==> src/design/trps_pkg.sv <==
// ----------------------------------------------------------------------------
// trps_pkg
// Shared types, codes and constants of the tile request priority scheduler.
// ----------------------------------------------------------------------------
package trps_pkg;

  localparam int unsigned KeyW    = 61;
  localparam int unsigned ClsW    = 3;
  localparam int unsigned LimW    = 7;
  localparam int unsigned StampW  = 32;
  localparam int unsigned DupW    = 8;
  localparam int unsigned DropW   = 32;
  localparam int unsigned OutcW   = 4;
  localparam int unsigned OpW     = 2;
  localparam int unsigned CfgIdxW = 1;
  localparam int unsigned NumCls  = 5;
  localparam int unsigned SlotsDefault = 64;
  localparam logic [LimW-1:0] RequestLimitReset = 7'd32;
  localparam logic [LimW-1:0] DirtyLimitReset   = 7'd32;

  localparam logic [ClsW-1:0] ClsDirty  = 3'd3;
  localparam logic [ClsW-1:0] PlaceRend = 3'd5;

  localparam logic [CfgIdxW-1:0] RegRequestLimit = 1'd0;
  localparam logic [CfgIdxW-1:0] RegDirtyLimit   = 1'd1;

  typedef enum logic [OpW-1:0] {
    OP_ADD      = 2'd0,
    OP_FETCH    = 2'd1,
    OP_COMPLETE = 2'd2,
    OP_COUNT    = 2'd3
  } op_e;

  typedef enum logic [OutcW-1:0] {
    OC_QUEUED   = 4'd0,
    OC_DIRTY    = 4'd1,
    OC_DUP      = 4'd2,
    OC_PROMOTED = 4'd3,
    OC_MATCHBG  = 4'd4,
    OC_DROPPED  = 4'd5,
    OC_FETCHED  = 4'd6,
    OC_EMPTY    = 4'd7,
    OC_REMOVED  = 4'd8,
    OC_MISSING  = 4'd9,
    OC_COUNT    = 4'd10
  } outcome_e;

  typedef enum logic [2:0] {
    ST_IDLE,
    ST_SCAN,
    ST_WAIT,
    ST_LOOKUP,
    ST_DECIDE,
    ST_DONE
  } state_e;

  // controller to datapath
  typedef struct packed {
    logic load;
    logic scan_clr;
    logic scan_step;
    logic commit;
  } ctrl_t;

  // datapath to controller
  typedef struct packed {
    logic scan_last;
  } stat_t;

endpackage

==> src/design/trps_ctrl.sv <==
// ----------------------------------------------------------------------------
// trps_ctrl
// Sequencer: load the command, sweep the slot table, decide, then report.
// ----------------------------------------------------------------------------
module trps_ctrl import trps_pkg::*; (
  input  logic  clk_i,
  input  logic  rst_ni,
  input  logic  start,
  output logic  busy,
  input  stat_t stat_i,
  output ctrl_t ctrl_o,
  output logic  done_o
);

  state_e state_q, state_d;

  always_ff @(posedge clk_i or negedge rst_ni) begin
    if (!rst_ni) begin
      state_q <= ST_IDLE;
    end else begin
      state_q <= state_d;
    end
  end

  always_comb begin
    state_d = state_q;
    ctrl_o  = '0;
    done_o  = 1'b0;
    busy    = 1'b1;
    case (state_q)
      ST_IDLE: begin
        busy = 1'b0;
        if (start) begin
          ctrl_o.load     = 1'b1;
          ctrl_o.scan_clr = 1'b1;
          state_d         = ST_SCAN;
        end
      end
      ST_SCAN: begin
        ctrl_o.scan_step = 1'b1;
        if (stat_i.scan_last) begin
          state_d = ST_WAIT;
        end
      end
      ST_WAIT: begin
        ctrl_o.scan_step = 1'b1;
        state_d          = ST_LOOKUP;
      end
      // side reads of the matched and best slots settle here
      ST_LOOKUP: begin
        state_d = ST_DECIDE;
      end
      ST_DECIDE: begin
        ctrl_o.commit = 1'b1;
        state_d       = ST_DONE;
      end
      ST_DONE: begin
        done_o  = 1'b1;
        state_d = ST_IDLE;
      end
      default: begin
        state_d = ST_IDLE;
      end
    endcase
  end

`ifndef NO_ASSERTIONS
  a_no_start_busy: assert property (@(posedge clk_i) disable iff (!rst_ni)
    ctrl_o.load |=> busy) else $error("load without busy");
  a_done_after_commit: assert property (@(posedge clk_i) disable iff (!rst_ni)
    ctrl_o.commit |=> done_o) else $error("commit not followed by done");
  a_done_idle: assert property (@(posedge clk_i) disable iff (!rst_ni)
    done_o |=> !busy) else $error("done not followed by idle");
`endif

endmodule

==> config.mk <==
export PLATFORM = sky130hd
export DESIGN_NAME = trps_ctrl
export DESIGN_NICKNAME = d
export VERILOG_FILES = /design/src/design/trps_pkg.sv /design/src/design/trps_ctrl.sv
export SDC_FILE = /design/constraint.sdc
export NUM_CORES = 1
export LEC_CHECK = 0
export BUFFER_PORTS_ARGS = -buffer_cell sky130_fd_sc_hd__buf_2
export CAP_MARGIN = 5
export CORE_AREA = 4 4 41 43
export CTS_CLUSTER_SIZE = 14
export DETAILED_ROUTE_END_ITERATION = 16
export DIE_AREA = 0 0 45 47
export PLACE_DENSITY_LB_ADDON = 0.12
export SLEW_MARGIN = 0
export SYNTH_ARGS = -nofsm -noshare
export SYNTH_HDL_FRONTEND = slang
export SYNTH_SLANG_ARGS = --single-unit
==> constraint.sdc <==
create_clock -name clk_i -period 2 [get_ports clk_i]
set_clock_uncertainty 0.2 [all_clocks]
set_input_delay 0.4 -clock clk_i [delete_from_list [all_inputs] [get_ports clk_i]]
set_output_delay 0.4 -clock clk_i [all_outputs]
set_load 0.01 [all_outputs]
=== Word level (Yosys, flattened, before mapping) ===
Index checks and enable logic that the tools add are counted.

* Magnitude comparators: 0
* Bitwise gates (word level): 0
* Multiplexer cells: 9
* Shift operators: 0
* Reduce and logical (&&, ||, !) cells: 3
* Multiply operators: 0
* Div/mod/pow operators: 0
* Equality and inequality tests: 7
* Add/subtract/negate cells: 0

{| class="wikitable"
|+ Operators by type and width
! operator !! number
|-
| $pmux W3 S5 || 1
|-
| $eq A3 B2 Y1 const B || 2
|-
| $eq A3 B3 Y1 const B || 2
|-
| $mux W3 || 2
|-
| $mux W1 || 4
|-
| $mux W2 || 2
|-
| $ne A2 B2 Y1 const B || 2
|-
| $eq A3 B1 Y1 const B || 1
|-
| $logic_not A3 Y1 || 1
|-
| $reduce_and A2 Y1 || 1
|-
| $reduce_or A2 Y1 || 1
|}

* Latch bits: 0
* Output and inout port bits: 6
* Bits of input ports: 4
* ROM bits: 0
* Flip-flop bits (word level): 3
* Bits in writable memories: 0
* Memories kept: 0

=== Depth between registers and ports, before layout ===
Gate-level depths: netlist (run 1).

* Word-level depth: 3
* Depth in mapped cells: 3
* Mapped depth without buffers: 3

=== Worst setup path before layout (run 1) ===
OpenSTA, ideal clock, no wires.

* Kind: reg-to-output
* Start: reg state_q[0]
* End: out ctrl_o[3] (netlist bit)
* Buffers on the path: 1
* Slack: 0.479 ns
* Data required time: 1.400 ns
* Data arrival time: 0.921 ns
* Stages on the path, launching flop included: 4
* Cells stage by stage: dfrtp_1 > nor2_1 > and3_1 > buf_4

{| class="wikitable"
|+ RTL lines
! what !! RTL line !! RTL
|-
| from (decl) || trps_ctrl.sv:15 || <nowiki>state_e state_q, state_d;</nowiki>
|-
| from (signal assigned) || trps_ctrl.sv:21 || <nowiki>state_q <= state_d;</nowiki>
|-
| to (decl) || trps_ctrl.sv:11 || <nowiki>output ctrl_t ctrl_o,</nowiki>
|}

==> results of run 1 <==
## worst max-delay path: stages, from the launching register on
cell,delay [ns]
dfrtp_1,0.42
nor2_1,0.19
nand2_1,0.13
inv_1,0.07
buf_2,0.12
## power groups by stage
stage,Clock [mW],Combinational (mW),Sequential (mW)
CTS,0.113,0.217,0.129
finish,0.106,0.210,0.130
global placement,0,0.214,0.130
global route,0.112,0.237,0.137
detailed placement,0,0.216,0.129
floorplan,0,0.149,0.120
## cells by family (layout without fill, tap and decap cells)
group | Yosys count | after routing | share of synthesized area
and+or+nand+nor | 10 | 10 | 0.279
AOI/OAI and AO/OA | 5 | 5 | 0.207
DFF | 3 | 3 | 0.429
buffers and inverters | 3 | 16 | 0.0857
## repair_timing
item | in CTS | in global routing
hold buffers | 1 | 0
hold endpoints to repair | 3 | 0
setup endpoints to repair | 0 | 0
## worst paths after layout
kind / from / to / slack [ns] / cells after the start
min in group asynchronous: rst_ni / state_q[1] / 0.29 / 2
hold reg to reg: state_q[2] / state_q[1] / 0.36 / 1
max in group asynchronous: rst_ni / state_q[2] / 1.21 / 2
setup reg to reg: state_q[1] / state_q[0] / 0.80 / 2
setup / recovery: state_q[0] / ctrl_o[0] / 0.24 / 4
hold / removal: stat_i / state_q[0] / 0.23 / 2
## metrics by stage
step                hold WS [ns]   util  instance area, sq um
global route               0.230  0.206                   268
global placement        -0.00406  0.178                   231
floorplan                -0.0956      -                   175
finish                     0.231  0.206                   268
CTS                        0.219  0.206                   268
detailed placement      -0.00339  0.178                   231
## per-layer routing
metal  wire (um)  vias up
li1            -       95
met1         184       77
met2         205        9
met3          43        2
met4          17        0
met5           0        -
## cells in the mapped netlist, drive strengths merged
cell	number	share of area
a21oi	2	0.057
and3	1	0.036
buf	1	0.043
dfrtp	3	0.43
inv	2	0.043
nand2	3	0.064
nand2b	2	0.071
nand3b	1	0.043
nor2	3	0.064
o21ai	2	0.057
o311ai	1	0.093
## area by class of cell
cell class | count | area [sq um]
Timing Repair Buffer | 10 | 55.1
Multi-Input combinational cell | 15 | 85.1
Clock buffer | 4 | 26.3
Tap cell | 15 | 18.8
Fill cell | 154 | 1030
Inverter | 2 | 7.51
Sequential cell | 3 | 75.1
==> run summary, run 1 <==
relative contribution of combinational cells to total power -> 0.472
vias in the first global route -> 166
average wire per standard cell -> 9.18 um
max FFs per register -> 3
clock insertion delay at the later pin of the skew report -> 0.23 ns
TNS Setup -> 0 ns
cell internal power dissipation -> 260 uW
largest net degree at the start of global routing -> 8
core box area -> 1300 sq um
I/O pin count -> 10
Final #Nets -> 39
Worst-path clk slew -> 0.04 ns
worst supply voltage drop on vdd -> 0.431 mV
clock root cell -> clkbuf_4
count of TritonRoute iterations in the first routing pass -> 2
final setup vio count -> 0
ratio of final minimum period to clock period -> 0.881
TritonCTS clock tree -> yes
overall fraction of global-route tracks in use -> 0.0491
post-synth net total -> 25
initial standard-cell utilization of the core -> 0.135
top register by number of flip-flops -> state_q
net load switching power -> 185 uW
count of antenna diodes in the layout -> 0
iteration-0 DRC count of the detailed router -> 1
type of the worst min-delay path -> in -> reg
commonest cells after routing, fill and taps aside -> 9 x buf_2, 3 x nor2_1, 3 x nand2_1, 3 x clkbuf_4, 3 x dfrtp_1
Post-Place Worst Slack -> 0.455 ns
number of distinct library cells after synthesis -> 11
sequential share of the synthesized area -> 0.429
Final Max Tran Viols -> 0
Mean Syn Cell Area -> 8.34 sq um
Vias -> 183
Critical Path Sink Type -> output pin
Max Freq -> 567 MHz
leakage component of the power -> 0.141 nW
# rows -> 13
transition time at the pin with the least slew margin -> 0.266 ns
total setup buffers inserted after CTS -> 0
sequential share of power -> 0.291
Netlist Area Pre-Place -> 175 sq um
total detailed-routing wirelength -> 450 um
synthesis-stage register bit count -> 3
Die Ht -> 47 um
Relative slew margins -> 0.823
first-pass GRT wire length -> 641 um
GR Layer Usage met2 -> 0.0565
ratio of cells with drive above 1 in the final layout -> 0.382
H-tree depth reported by CTS -> 1
most common library cell in the layout ignoring fill and taps -> buf_2
number of instances in the synthesized netlist -> 21
GR Util met1 -> 0.0550
number of DRC violations after detailed routing -> 0
global-route met3 utilization -> 0.0115
Crit path required time -> 1.40 ns
GRT Max-Usage Layer -> met4
RSZ-0062 raised after global routing -> no
endpoint arrival time on the critical path -> 1.16 ns
total clock buffers created by CTS -> 3
Setup CP Type -> reg -> out
overflow left after global routing -> 0
number of sinks driven by the clock tree -> 3
RePlAce Congestion -> 0.602
yosys warns -> 0
hpwl dp -> 359 um
DIE AREA -> 2120 sq um
Antenna Nets Post-Route -> 0
Setup crit start kind -> flip-flop
average vias per placed instance -> 3.73
Sw Ratio -> 0.416
die extent in x -> 45 um
min cycle time layout -> 1.76 ns
run status -> completed
initial antenna violation count -> 0
buffers from clock root to sink, at most -> 2
largest fanout of any net on the critical path -> 6
Largest regs -> state_q x3
clock network fraction of total power -> 0.237
power density over cell area -> 1660 nW/um^2
post-route non-filler standard cell count -> 49
Layout Area Growth over Synthesis -> 52.9%
placed cells -> 44
crit path setup slack, layout -> 0.237 ns
Pwr Total -> 446 uW
port buffer count -> 9
Final Hold Viols -> 0
cells resized by post-CTS repair -> 0
max-cap viol count -> 0
(Power assumes the default switching activity.)
==> run 2: changes to the inputs <==
--- a/config.mk
+++ b/config.mk
@@ -8,6 +8,7 @@
 export BUFFER_PORTS_ARGS = -buffer_cell sky130_fd_sc_hd__buf_2
 export CAP_MARGIN = 5
 export CORE_AREA = 4 4 41 43
+export CTS_BUF_LIST = sky130_fd_sc_hd__clkbuf_4
 export CTS_CLUSTER_SIZE = 14
 export DETAILED_ROUTE_END_ITERATION = 16
 export DIE_AREA = 0 0 45 47
==> run 2 against run 1 <==
Effect of this change: design area is 1.4% higher; setup slack improved by 0.00083 ns; die area unchanged; clock power up 12%; global-route usage did not move; highest routed layer unchanged; sequential share of layout area shrank 0.39 points; cell count unchanged; critical path type unchanged; clock-buffer cell count is the same.
==> run summary, run 2 (synthesis gave the netlist of run 1 again) <==
Die Ht -> 47 um (unchanged)
Setup CP Type -> reg -> out
average vias per placed instance -> 3.71 (-0.55%)
iteration-0 DRC count of the detailed router -> 1 (unchanged)
Critical Path Sink Type -> output pin
count of TritonRoute iterations in the first routing pass -> 2 (unchanged)
core box area -> 1300 sq um (unchanged)
type of the worst min-delay path -> in -> reg
crit path setup slack, layout -> 0.238 ns (+0.000829 ns)
largest net degree at the start of global routing -> 8 (unchanged)
initial antenna violation count -> 0 (unchanged)
CP max stage cell -> dfrtp_1
most common library cell in the layout ignoring fill and taps -> buf_2
worst supply voltage drop on vdd -> 0.431 mV (about the same)
final setup vio count -> 0 (unchanged)
RSZ-0062 raised after global routing -> no
Antenna Nets Post-Route -> 0 (unchanged)
ratio of final minimum period to clock period -> 0.881 (about the same)
overall fraction of global-route tracks in use -> 0.0491 (unchanged)
Layout Area Growth over Synthesis -> 55.0%
overflow left after global routing -> 0 (unchanged)
crit path buf inv count -> 2 (unchanged)
TNS Setup -> 0 ns (unchanged)
H-tree depth reported by CTS -> 1 (unchanged)
buffers from clock root to sink, at most -> 2 (unchanged)
Largest regs -> state_q x3
ratio of cells with drive above 1 in the final layout -> 0.412 (+0.0294)
total clock buffers created by CTS -> 3 (unchanged)
TritonCTS clock tree -> yes
largest fanout of any net on the critical path -> 6 (unchanged)
max-cap viol count -> 0 (unchanged)
clock root cell -> clkbuf_4
port buffer count -> 9 (unchanged)
run status -> completed
min cycle time layout -> 1.76 ns (-0.000829 ns)
first-pass GRT wire length -> 641 um (unchanged)
Vias -> 182 (-0.55%)
# rows -> 13 (unchanged)
top register by number of flip-flops -> state_q
final core utilization -> 0.209 (+0.00288)
count of antenna diodes in the layout -> 0 (unchanged)
Post-Place Worst Slack -> 0.455 ns (unchanged)
Final Hold Viols -> 0 (unchanged)
transition time at the pin with the least slew margin -> 0.266 ns (unchanged)
Final #Nets -> 39 (unchanged)
number of sinks driven by the clock tree -> 3 (unchanged)
average wire per standard cell -> 9.14 um (-0.44%)
number of DRC violations after detailed routing -> 0 (unchanged)
power density over cell area -> 1690 nW/um^2 (+1.6%)
max FFs per register -> 3 (unchanged)
initial standard-cell utilization of the core -> 0.135 (unchanged)
Setup crit start kind -> flip-flop
commonest cells after routing, fill and taps aside -> 9 x buf_2, 4 x clkbuf_4, 3 x nor2_1, 3 x nand2_1, 3 x dfrtp_1
cells resized by post-CTS repair -> 0 (unchanged)
Max Freq -> 568 MHz (about the same)
fill count -> 154 (unchanged)
total setup buffers inserted after CTS -> 0 (unchanged)
DIE AREA -> 2120 sq um (unchanged)
leakage component of the power -> 0.144 nW (+2.4%)
Relative slew margins -> 0.823 (unchanged)
die extent in x -> 45 um (unchanged)
clock insertion delay at the later pin of the skew report -> 0.23 ns (about the same)
total detailed-routing wirelength -> 448 um (-0.44%)
slowest cell delay on critical path -> 0.42 ns (about the same)
RePlAce Congestion -> 0.602 (unchanged)
I/O pin count -> 10 (unchanged)
hpwl dp -> 359 um (unchanged)
Crit path required time -> 1.40 ns (about the same)
ordered cell list for the critical path -> nor2_1, nand2_1, inv_1, buf_2
Worst-path clk slew -> 0.04 ns (about the same)
Final Max Tran Viols -> 0 (unchanged)
endpoint arrival time on the critical path -> 1.16 ns (about the same)
vias in the first global route -> 166 (unchanged)
kind of cell with the highest combined delay on the critical path -> flip-flops
## run 2: power breakdown
part	switching, mW	internal, mW
Sequential	0.0407	0.0888
Clock	0.0306	0.0882
Combinational	0.114	0.0967
Total	0.185	0.274
## run 2: worst paths after layout
check / from / to / slack [ns] / cells past startpoint
min in group asynchronous: rst_ni / state_q[1] / 0.29 / 2
min reg2reg: state_q[2] / state_q[1] / 0.36 / 1
max: state_q[0] / ctrl_o[0] / 0.24 / 4
max reg2reg: state_q[1] / state_q[0] / 0.80 / 2
min: stat_i / state_q[0] / 0.23 / 2
max in group asynchronous: rst_ni / state_q[2] / 1.21 / 2
## run 2: timing repair
item	in CTS	in global routing
setup endpoints to repair	0	0
hold buffers	1	0
hold endpoints to repair	3	0
## run 2: cell type report
| cell class | instances | area (sq um) | area share |
|---|---|---|---|
| clock buffers | 4 | 30.0 | 0.111 |
| inverters | 2 | 7.51 | 0.0276 |
| flip-flops and latches | 3 | 75.1 | 0.276 |
| multi-input cells | 15 | 85.1 | 0.313 |
| repair buffers | 10 | 55.1 | 0.203 |
| well taps | 15 | 18.8 | 0.0691 |
## run 2: metrics by stage
stage / hold slack (ns) / instances / power, mW / instance area (sq um)
6_report: 0.232 / 49 / 0.459 / 272
3_3_place_gp: -0.00406 / 44 / 0.344 / 231
4_1_cts: 0.220 / 49 / 0.471 / 272
3_5_place_dp: -0.00339 / 44 / 0.345 / 231
5_1_grt: 0.230 / 49 / 0.500 / 272
2_1_floorplan: -0.0956 / 21 / 0.269 / 175
## run 2: layer usage
layer | GRT usage | part of all wire
met3 | 0.0115 | 0.096
met1 | 0.0550 | 0.41
met4 | 0.0877 | 0.038
met5 | 0 | 0
met2 | 0.0565 | 0.45
## run 2: worst register-to-register path, cell delays in order, from the launching register on
cell      delay, ns
dfrtp_1        0.41
nand2b_1       0.21
o311ai_2       0.27
==> run 3: changes to the inputs <==
--- a/config.mk
+++ b/config.mk
@@ -13,6 +13,7 @@
 export DETAILED_ROUTE_END_ITERATION = 16
 export DIE_AREA = 0 0 45 47
 export PLACE_DENSITY_LB_ADDON = 0.12
+export RECOVER_POWER = 100
 export SLEW_MARGIN = 0
 export SYNTH_ARGS = -nofsm -noshare
 export SYNTH_HDL_FRONTEND = slang
==> run 3 against run 2 <==
Effect of this change: wire length is the same; maximum frequency is 1.0% lower; sequential cell count unchanged; clock power is essentially flat; first-iteration DRC count rose to 3.0 times the previous value; critical path depth decreased by 1; sequential share of layout area rose by 1.8 points; sequential power about the same; core utilization is 1.3 points lower; non-clock buffer count is the same; die area is the same; combinational power decreased by 14%; critical path type unchanged; largest power group unchanged.
==> run summary, run 3 (synthesis gave the netlist of run 1 again) <==
top register by number of flip-flops -> state_q
DIE AREA -> 2120 sq um (unchanged)
vias in the first global route -> 166 (unchanged)
run status -> completed
type of the worst min-delay path -> in -> reg
I/O pin count -> 10 (unchanged)
Final Max Tran Viols -> 0 (unchanged)
most common library cell in the layout ignoring fill and taps -> clkbuf_1
end of the worst hold path -> state_q[1]
core box area -> 1300 sq um (unchanged)
standard cell area after detailed placement -> 231 sq um (unchanged)
final setup vio count -> 0 (unchanged)
clock root cell -> clkbuf_4
total clock buffers created by CTS -> 3 (unchanged)
worst-case hold slack -> 0.252 ns (+0.0203 ns)
Setup crit start kind -> flip-flop
Worst-path clk slew -> 0.04 ns (about the same)
Antenna Nets Post-Route -> 0 (unchanged)
ratio of cells with drive above 1 in the final layout -> 0.176 (-0.235)
total detailed-routing wirelength -> 448 um (unchanged)
power density over cell area -> 1670 nW/um^2 (-1.4%)
initial antenna violation count -> 0 (unchanged)
ratio of final minimum period to clock period -> 0.890 (+0.00906)
r2r worst-path depth -> 2 (unchanged)
r2r setup slk -> 0.68 ns (-0.12 ns)
transition time at the pin with the least slew margin -> 0.391 ns (+0.125 ns)
H-tree depth reported by CTS -> 1 (unchanged)
leakage component of the power -> 0.117 nW (-19%)
Final Hold Viols -> 0 (unchanged)
TNS Setup -> 0 ns (unchanged)
start point of the worst hold path -> stat_i
port buffer count -> 9 (unchanged)
max FFs per register -> 3 (unchanged)
TritonCTS clock tree -> yes
Vias -> 186 (+2.2%)
Max Freq -> 562 MHz (-1.0%)
worst supply voltage drop on vdd -> 0.415 mV (-3.9%)
Crit path required time -> 1.40 ns (about the same)
hpwl dp -> 359 um (unchanged)
Setup CP Type -> reg -> out
number of DRC violations after detailed routing -> 0 (unchanged)
Final #Nets -> 39 (unchanged)
overflow left after global routing -> 0 (unchanged)
RSZ-0062 raised after global routing -> no
Hold Path Cell Cnt -> 3 (+1)
number of sinks driven by the clock tree -> 3 (unchanged)
count of TritonRoute iterations in the first routing pass -> 2 (unchanged)
min cycle time layout -> 1.78 ns (+0.0181 ns)
endpoint arrival time on the critical path -> 1.18 ns (+0.02 ns)
largest net degree at the start of global routing -> 8 (unchanged)
Layout Area Growth over Synthesis -> 45.7%
RePlAce Congestion -> 0.602 (unchanged)
Critical Path Sink Type -> output pin
largest fanout of any net on the critical path -> 6 (unchanged)
# rows -> 13 (unchanged)
buffers from clock root to sink, at most -> 2 (unchanged)
Die Ht -> 47 um (unchanged)
RR Startpoint -> state_q[1]
Relative slew margins -> 0.736 (-0.0866)
first-pass GRT wire length -> 641 um (unchanged)
Largest regs -> state_q x3
commonest cells after routing, fill and taps aside -> 7 x clkbuf_1, 4 x clkbuf_4, 3 x nor2_1, 3 x nand2_1, 3 x dfrtp_1
clock insertion delay at the later pin of the skew report -> 0.23 ns (about the same)
final standard cell area without fillers -> 255 sq um (-6.0%)
max-cap viol count -> 0 (unchanged)
capturing point of the worst reg2reg path -> state_q[0]
die extent in x -> 45 um (unchanged)
iteration-0 DRC count of the detailed router -> 3 (+2)
fill count -> 157 (+1.9%)
average vias per placed instance -> 3.80 (+2.2%)
count of antenna diodes in the layout -> 0 (unchanged)
initial standard-cell utilization of the core -> 0.135 (unchanged)
average wire per standard cell -> 9.14 um (unchanged)
overall fraction of global-route tracks in use -> 0.0491 (unchanged)
==> run 3: power by group <==
group | switching [mW] | internal, mW
sequential | 0.0376 | 0.0889
clock | 0.0306 | 0.0882
combinational | 0.108 | 0.0721
==> run 3: how the worst max path moves through the flow <==
stage | from | to | slack (ns) | depth (start not counted)
floorplan | state_q[0] | ctrl_o[3] | 0.48 | 3
global placement | state_q[0] | ctrl_o[0] | 0.48 | 4
detailed placement | state_q[0] | ctrl_o[0] | 0.46 | 4
CTS | state_q[0] | ctrl_o[0] | 0.20 | 4
global route | state_q[0] | ctrl_o[0] | 0.08 | 4
finish | state_q[0] | ctrl_o[2] | 0.22 | 3
==> run 3: final cells by class <==
class                           count  area [sq um]  share of cell area
Inverter                            2          7.51              0.0294
Tap cell                           15          18.8              0.0735
Multi-Input combinational cell     15          77.6               0.304
Timing Repair Buffer               10          46.3               0.181
Sequential cell                     3          75.1               0.294
Clock buffer                        4          30.0               0.118
==> run 3: metrics by stage <==
stage / power (mW) / worst slack [ns] / utilization / std cells
2_1_floorplan: 0.269 / 0.479 / - / 21
3_3_place_gp: 0.344 / 0.478 / 0.178 / 44
3_5_place_dp: 0.345 / 0.455 / 0.178 / 44
4_1_cts: 0.471 / 0.201 / 0.209 / 49
5_1_grt: 0.469 / 0.0834 / 0.196 / 49
6_report: 0.425 / 0.220 / 0.196 / 49
==> run 3: layer usage <==
| metal | GRT usage | vias to the layer above | routed length, um |
|---|---|---|---|
| li1 | - | 95 | - |
| met1 | 0.0550 | 80 | 167 |
| met2 | 0.0565 | 9 | 207 |
| met3 | 0.0115 | 2 | 55 |
| met4 | 0.0877 | 0 | 17 |
| met5 | 0 | - | 0 |
==> run 3: worst max-delay path, stage by stage, from the launching register on <==
cell      delay, ns
dfrtp_1        0.41
nor2_1         0.19
and3_1         0.19
clkbuf_1       0.16
==> run 3: repair_timing <==
item / 4_1_cts / 5_1_grt
gates resized for setup: 0 / 0
setup endpoints to repair: 0 / 0
setup buffers: 0 / 0
hold buffers: 1 / 0
endpoints found under the hold margin: 3 / 0
